--- src/rtl/lpmr_pkg.sv ---
// ---------------------------------------------------------------------------
// Length-prefixed message ring: shared package
// Sizes, status codes and the controller/datapath command and status types.
// ---------------------------------------------------------------------------
`default_nettype none

package lpmr_pkg;

  localparam int RING_DEPTH  = 1024;
  localparam int PTR_W       = $clog2(RING_DEPTH);
  localparam int DATA_W      = 64;
  localparam int LEN_W       = 10;
  localparam int RING_W      = 11;
  localparam int CNT_W       = 10;
  localparam int STAT_W      = 3;
  localparam int IN_TDATA_W  = 80;
  localparam int OUT_TDATA_W = 96;
  localparam int NXT_W       = (PTR_W + 1 > RING_W) ? PTR_W + 1 : RING_W;

  localparam logic [RING_W-1:0] RING_WORDS_MIN = RING_W'(2);
  localparam logic [RING_W-1:0] RING_WORDS_MAX =
    (RING_DEPTH > 2047) ? RING_W'(2047) : RING_W'(RING_DEPTH);
  localparam logic [RING_W-1:0] RING_WORDS_RST =
    (RING_DEPTH > 1024) ? RING_W'(1024) : RING_WORDS_MAX;

  localparam logic [STAT_W-1:0] ST_OK      = 3'd0;
  localparam logic [STAT_W-1:0] ST_EMPTY   = 3'd1;
  localparam logic [STAT_W-1:0] ST_NOSPACE = 3'd2;
  localparam logic [STAT_W-1:0] ST_TOOBIG  = 3'd3;
  localparam logic [STAT_W-1:0] ST_DROPPED = 3'd4;

  localparam logic OP_SEND = 1'b0;
  localparam logic OP_RECV = 1'b1;

  typedef struct packed {
    logic capture;
    logic send_step;
    logic send_data;
    logic recv_empty;
    logic hdr_read;
    logic hdr_check;
    logic recv_issue;
    logic recv_data;
    logic finish;
  } cmd_t;

  typedef struct packed {
    logic op;
    logic send_reserve;
    logic recv_active;
    logic count_zero;
    logic hdr_done;
  } dp_status_t;

endpackage

`default_nettype wire

--- src/rtl/lpmr_ctrl.sv ---
// ---------------------------------------------------------------------------
// Length-prefixed message ring: controller
// Sequences one beat at a time through the datapath and owns both handshakes.
// ---------------------------------------------------------------------------
`default_nettype none

module lpmr_ctrl (
  input  wire                 clk,
  input  wire                 rst,
  input  wire                 s_tvalid,
  output logic                s_tready,
  output logic                m_tvalid,
  input  wire                 m_tready,
  input  wire lpmr_pkg::dp_status_t st,
  output lpmr_pkg::cmd_t      cmd
);

  localparam logic [2:0] S_IDLE      = 3'd0;
  localparam logic [2:0] S_EXEC      = 3'd1;
  localparam logic [2:0] S_SEND_DATA = 3'd2;
  localparam logic [2:0] S_RD_HDR    = 3'd3;
  localparam logic [2:0] S_RD_ISSUE  = 3'd4;
  localparam logic [2:0] S_RD_DATA   = 3'd5;
  localparam logic [2:0] S_DONE      = 3'd6;

  logic [2:0] state;
  logic [2:0] state_next;

  assign s_tready = (state == S_IDLE) && (!m_tvalid || m_tready);

  always_comb begin
    cmd        = '0;
    state_next = state;
    case (state)
      S_IDLE: begin
        if (s_tvalid && s_tready) begin
          cmd.capture = 1'b1;
          state_next  = S_EXEC;
        end
      end
      S_EXEC: begin
        if (st.op == lpmr_pkg::OP_SEND) begin
          cmd.send_step = 1'b1;
          state_next    = st.send_reserve ? S_SEND_DATA : S_DONE;
        end else if (st.recv_active) begin
          cmd.recv_issue = 1'b1;
          state_next     = S_RD_DATA;
        end else if (st.count_zero) begin
          cmd.recv_empty = 1'b1;
          state_next     = S_DONE;
        end else begin
          cmd.hdr_read = 1'b1;
          state_next   = S_RD_HDR;
        end
      end
      S_SEND_DATA: begin
        cmd.send_data = 1'b1;
        state_next    = S_DONE;
      end
      S_RD_HDR: begin
        cmd.hdr_check = 1'b1;
        state_next    = st.hdr_done ? S_DONE : S_RD_ISSUE;
      end
      S_RD_ISSUE: begin
        cmd.recv_issue = 1'b1;
        state_next     = S_RD_DATA;
      end
      S_RD_DATA: begin
        cmd.recv_data = 1'b1;
        state_next    = S_DONE;
      end
      S_DONE: begin
        cmd.finish = 1'b1;
        state_next = S_IDLE;
      end
      default: begin
        state_next = S_IDLE;
      end
    endcase
  end

  always_ff @(posedge clk) begin
    if (rst) begin
      state    <= S_IDLE;
      m_tvalid <= 1'b0;
    end else begin
      state <= state_next;
      if (cmd.finish) begin
        m_tvalid <= 1'b1;
      end else if (m_tready) begin
        m_tvalid <= 1'b0;
      end
    end
  end

  // A finished result must never overwrite one still waiting at the output.
  a_no_overwrite: assert property (@(posedge clk) disable iff (rst)
    cmd.finish |-> (!m_tvalid || m_tready))
    else $error("result finished while output register still full");

  // Only one item is in flight: no beat is taken outside the idle state.
  a_accept_idle: assert property (@(posedge clk) disable iff (rst)
    (s_tvalid && s_tready) |=> (state == S_EXEC))
    else $error("accepted beat did not start execution");

  // Every accepted item reaches the output stage.
  a_bounded: assert property (@(posedge clk) disable iff (rst)
    (s_tvalid && s_tready) |-> ##5 (state == S_DONE || state == S_IDLE ||
                                      $past(state) == S_DONE ||
                                      $past(state, 2) == S_DONE ||
                                      $past(state, 3) == S_DONE))
    else $error("item did not complete in time");

endmodule

`default_nettype wire

--- config.mk ---
export PLATFORM = sky130hd
export DESIGN_NAME = lpmr_ctrl
export DESIGN_NICKNAME = d
export VERILOG_FILES = /design/src/rtl/lpmr_pkg.sv /design/src/rtl/lpmr_ctrl.sv
export SDC_FILE = /design/constraint.sdc
export NUM_CORES = 1
export LEC_CHECK = 0
export BUFFER_PORTS_ARGS = -buffer_cell sky130_fd_sc_hd__buf_2
export CORE_AREA = 10 10 47 49
export DETAILED_ROUTE_END_ITERATION = 10
export DIE_AREA = 0 0 57 59
export PLACE_DENSITY_LB_ADDON = 0.25
export SLEW_MARGIN = 40
export SYNTH_ARGS = -nofsm -noshare
export SYNTH_HDL_FRONTEND = slang
export SYNTH_SLANG_ARGS = --single-unit
--- constraint.sdc ---
create_clock -name clk -period 1.2 [get_ports clk]
set_input_delay 0 -clock clk [delete_from_list [all_inputs] [get_ports clk]]
set_output_delay 0 -clock clk [all_outputs]
set_load 0.05 [all_outputs]
==> flow_summary.json, run 1 <==
{
  "yosys_warnings": 0,
  "fillers": 155,
  "cp.arrival_ps": 1280,
  "final_hold_viol_count": 0,
  "synth_common_cells": "nor2_1, dfxtp_1, inv_1, nand2_1, nand2b_1",
  "placed_cells": 79,
  "status": "finished, violations left",
  "syn_area_um2": 339.1,
  "root_buffer": "clkbuf_4",
  "boundaryPins": 20,
  "synth_top_flop_cell": "dfxtp_1",
  "synth_top_area_cell": "dfxtp_1",
  "skew_ps": 6.145,
  "grt_pass1_vias": 468,
  "path_class": "register to output pin",
  "yosys-top-cells-area": "dfxtp_1, buf_6, nand2b_1",
  "crit_required_ps": 1200,
  "violations": "negative setup slack",
  "avgRoutedWirePerCell_um": 14.09,
  "cpMaxStageDelayCell": "dfxtp_4",
  "min_period_ps": 1285,
  "chipHeight_um": 59,
  "pre_cts_slack_ps": 64.82,
  "syn_area_per_cell_um2": 7.706,
  "setup_viol": 7,
  "timing.setup.tns_ps": -319.8,
  "grt_usage_pct": 6.983,
  "async_reset_ff_share_pct": 0,
  "vias": 419,
  "antenna_left": 0,
  "htreeDepth": 1,
  "grt_pass1_wl_mm": 1.863,
  "fp.coreArea_um2": 1401,
  "antenna_found_initial": 0,
  "rsz0062_at_grt": "true",
  "synth-seq-cells": 4,
  "portBuffers": 19,
  "worst-path-max-fanout": 6,
  "yosysTopAreaCellShare_pct": 23.62,
  "vdd_ir_drop_max_uv": 715.4,
  "grt_max_degree": 11,
  "min_path_type": "primary input to register",
  "power_frac_comb_pct": 57.5,
  "drc": 0,
  "slowest_delay_ps": 360,
  "p_clk_share_pct": 21.4,
  "cp_top_family": "simple AND/OR/NAND/NOR gates",
  "synth_cells": 44,
  "yosysMostFrequentCell": "nor2_1",
  "grt-ovfl-total": 0,
  "path_cells": "inv_2 -> nand3b_1 -> nor4_4 -> buf_6",
  "drive_above_1_share_pct": 60.56,
  "internal-power_w": 0.0004666,
  "die_area_um2": 3363,
  "cts_max_path_buffers": 2,
  "routed_wl_mm": 1.226,
  "final_cell_count_no_fill": 87,
  "setup_slack_ps": -84.79,
  "cp-start-kind": "register",
  "drv_slew": 0,
  "maxCapViolations": 0,
  "first_iter_violations": 0,
  "cts_tree": "done",
  "seq_power_share_pct": 21.1,
  "clk_pin_slew_worst_paths_ps": 40,
  "power_density_nw_per_um2": 1386,
  "worst_hold_slack_ps": 77.92,
  "ys_seq_area_share_pct": 23.62,
  "synth_edf_count": 0,
  "fmax_mhz": 778.3,
  "leakage_nw": 0.2879,
  "die_w_um": 57,
  "finalPower_w": 0.0008533,
  "layout.nets": 82,
  "timing.final.crit_share_pct": 107.1,
  "area_growth_pct": 81.55,
  "rows": 14,
  "numCtsBuffers": 3,
  "hpwl_um": 856.1,
  "viasPerCell": 4.816,
  "end_kind": "output pin",
  "power.share.switching_pct": 45.32,
  "clkLatencyLatePin_ps": 250,
  "antennaDiodeCount": 0,
  "dr.pass1.iters": 1,
  "slew_headroom_pct": 81.29,
  "initial_core_util_pct": 24.20,
  "p_sw_w": 0.0003867,
  "tightest_slew_ps": 276.2,
  "crit_buf_inv": 2,
  "place_congestion": 0.6767,
  "ys_types": 24,
  "synth_nets": 53,
  "clock-sinks": 4
}
metrics by stage:
stage          area, um^2  util [%]
2_1_floorplan       371.6         -
3_3_place_gp        481.7     34.38
3_5_place_dp        481.7     34.38
4_1_cts             591.8     42.23
5_1_grt             615.6     43.93
6_report            615.6     43.93
worst min-delay path, stage by stage:
cell and delay, ps:
buf_2 90, nand2b_2 50, o311ai_1 90, a21oi_1 70
cell families after synthesis:
kind of cell / share of synthesized area, %
AND/OR/NAND/NOR: 41.69
AO/OA/AOI/OAI: 22.14
buffers and inverters: 12.54
flip-flops: 23.62
routing by layer:
layer	vias up	track usage, %	routed length (um)
met4	0	6.040	39
met3	4	3.219	82
met1	193	5.778	458
met5	-	0	0
li1	207	-	-
met2	15	12.40	646
area by class of cell:
cell class | instances | area [um^2] | area share, %
clock buffer | 3 | 22.52 | 3.659
inverter | 4 | 15.01 | 2.439
multi-input combinational | 33 | 261.5 | 42.48
sequential | 4 | 86.33 | 14.02
tap | 16 | 20.02 | 3.252
timing repair buffer | 27 | 210.2 | 34.15
registers in the layout, indices dropped and copies added, names as in the netlist:
signal,flops
m_tvalid,1
state,3
cell usage in the layout, fill, tap and decap left out, drive strengths merged, types with 3 or more instances in the layout:
| master | n |
|---|---|
| dfxtp | 4 |
| buf | 26 |
| nand2b | 4 |
| inv | 4 |
| clkbuf | 3 |
| nand2 | 3 |
| nor2b | 3 |
| nor2 | 5 |
what timing repair did:
action / CTS / global route
hold buffers: 1 / 0
buffers inserted: 3 / 1
pin swaps: 2 / 3
endpoints found under the setup margin: 9 / 10
endpoints found under the hold margin: 2 / 0
gates resized for setup: 19 / 6
power by group through the flow:
stage               registers, W  clock network, W  logic [W]
floorplan               0.000164                 0   0.000327
detailed placement      0.000175                 0   0.000399
global placement        0.000174                 0   0.000399
finish                  0.000180          0.000183   0.000491
CTS                     0.000178          0.000185   0.000475
global route            0.000184          0.000190   0.000523
path summary, 6_finish.rpt:
check | startpoint | slack, ps | cells after the start | end
max | state[2] | -80 | 4 | cmd[5]
min | st[3] | 80 | 4 | state[2]
max reg2reg | state[2] | 60 | 5 | state[0]
min reg2reg | m_tvalid | 560 | 2 | m_tvalid
No activity file was read; power rests on OpenSTA's default activity.
==> run 2, diff against run 1 <==
--- a/config.mk
+++ b/config.mk
@@ -9,6 +9,7 @@
 export CORE_AREA = 10 10 47 49
 export DETAILED_ROUTE_END_ITERATION = 10
 export DIE_AREA = 0 0 57 59
+export GPL_TIMING_DRIVEN = 0
 export PLACE_DENSITY_LB_ADDON = 0.25
 export SLEW_MARGIN = 40
 export SYNTH_ARGS = -nofsm -noshare
==> run 2 against run 1 <==
The run still ends with negative setup slack left. First-iteration DRC count up 2. Global-route usage shrank 0.60 points. Worst setup slack lost 82 ps. Register-to-register slack worse by 20 ps. Non-clock buffer count rose by 4. Die area unchanged. Clock power is 6% lower. Power up 13%. Critical path depth rose by 1. Sequential power is essentially flat. Wire length decreased by 2.8%.
==> flow_summary.json, run 2 (synthesis results as in run 1) <==
{
  "status": "finished, violations left",
  "violations": "negative setup slack",
  "drv_slew": 0,
  "crit_required_ps": 1200,
  "rrSetupSlack_ps": 40,
  "die_area_um2": 3363,
  "vias": 414,
  "pre_cts_slack_ps": -66.75,
  "holdPathEnd": "state[2]",
  "drc": 0,
  "viasPerCell": 4.549,
  "die_w_um": 57,
  "r2r-start": "state[2]",
  "antennaDiodeCount": 0,
  "htreeDepth": 1,
  "min_path_type": "primary input to register",
  "skew_ps": 3.930,
  "timing.final.crit_share_pct": 113.9,
  "portBuffers": 19,
  "fmax_mhz": 731.8,
  "largest_reg_flops": 3,
  "mostFrequentLayoutCell": "buf_6",
  "routed_wl_mm": 1.192,
  "grt_max_degree": 11,
  "path_cells": "buf_6 -> nand3b_1 -> buf_4 -> nor2_4 -> buf_6",
  "grt-ovfl-total": 0,
  "path_common_cell": "buf_6",
  "cp-start-kind": "register",
  "cpMaxStageDelayCell": "dfxtp_2",
  "hold_path_depth": 4,
  "maxCapViolations": 0,
  "cp_top_family": "buffers and inverters",
  "first_iter_violations": 2,
  "rows": 14,
  "clkLatencyLatePin_ps": 240,
  "ff2ff_path_depth": 5,
  "regMostFlops": "state",
  "root_buffer": "clkbuf_4",
  "cts_tree": "done",
  "grt_pass1_vias": 433,
  "layout.nets": 86,
  "timing.setup.tns_ps": -588.3,
  "cp.arrival_ps": 1370,
  "placed_cells": 79,
  "drive_above_1_share_pct": 66.67,
  "boundaryPins": 20,
  "avgRoutedWirePerCell_um": 13.10,
  "crit_buf_inv": 3,
  "end_kind": "output pin",
  "final_hold_viol_count": 0,
  "initial_core_util_pct": 24.20,
  "finalInstanceArea_um2": 719.4,
  "most-common-layout-cells": "buf_6, buf_2, buf_4",
  "clk_pin_slew_worst_paths_ps": 40,
  "power_density_nw_per_um2": 1335,
  "placed_cell_area_um2": 486.7,
  "reg_top3": "state x3, m_tvalid x1",
  "fp.coreArea_um2": 1401,
  "rsz0062_at_grt": "true",
  "place_congestion": 0.7509,
  "antenna_left": 0,
  "setup_slack_ps": -166.6,
  "worst-path-max-fanout": 3,
  "area_growth_pct": 112.2,
  "slowest_delay_ps": 320,
  "tightest_slew_ps": 265.5,
  "path_class": "register to output pin",
  "slew_headroom_pct": 82.25,
  "numCtsBuffers": 3,
  "grt_usage_pct": 6.382,
  "hpwl_um": 769.4,
  "finalPower_w": 0.0009602,
  "cts_max_path_buffers": 2,
  "clock-sinks": 4,
  "dr.pass1.iters": 2,
  "min_from": "st[3]",
  "chipHeight_um": 59,
  "min_period_ps": 1367,
  "setup_viol": 7,
  "grt_pass1_wl_mm": 1.780,
  "antenna_found_initial": 0,
  "vdd_ir_drop_max_uv": 640.6,
  "r2r_end": "state[0]",
  "leakage_nw": 0.3263,
  "final_cell_count_no_fill": 91
}
## run 2: how the worst max path moves through the flow
stage                   from      to  slack, ps  depth (start not counted)
floorplan           state[1]  cmd[4]       -110                          3
global placement    state[1]  cmd[5]        -50                          4
detailed placement  state[1]  cmd[4]        -70                          4
CTS                 state[1]  cmd[4]       -230                          4
global route        state[1]  cmd[7]       -220                          5
finish              state[1]  cmd[7]       -170                          5
## run 2: metrics by stage
step	hold slack, ps	utilization [%]
2_1_floorplan	65.53	-
3_3_place_gp	215.5	34.73
3_5_place_dp	215.6	34.73
4_1_cts	55.37	45.00
5_1_grt	118.4	51.34
6_report	80.46	51.34
## run 2: what timing repair did
| item | 4_1_cts | 5_1_grt |
|---|---|---|
| hold buffers | 1 | 0 |
| buffers inserted | 4 | 6 |
| gates resized for setup | 23 | 18 |
| endpoints found under the setup margin | 9 | 11 |
| endpoints found under the hold margin | 2 | 0 |
| pin swaps | 3 | 6 |
## run 2: worst min-delay path, delay by kind of cell
family          cells  cell delay (ps)
compound gates      2              150
buf+inv             1               90
simple gates        1               50
## run 2: where the power goes
group	internal [W]	switching, W	total, W
Sequential	0.000156	0.0000222	0.000178
Combinational	0.000275	0.000335	0.000610
Clock	0.000112	0.0000596	0.000172
Total	0.000544	0.000417	0.000960
## run 2: routing by layer
metal  share of wire (%)  global-route usage [%]
met3                 8.1                   3.219
met2                  54                   10.85
met1                  37                   6.375
met4                   0                   3.020
met5                   0                       0
## run 2: final cells by class
type	count	area, um^2
inverter	4	17.52
fill	144	681.9
clock buffer	3	22.52
buffer	2	22.52
sequential	4	86.33
timing repair buffer	29	259.0
tap	16	20.02
multi-input combinational	33	291.5
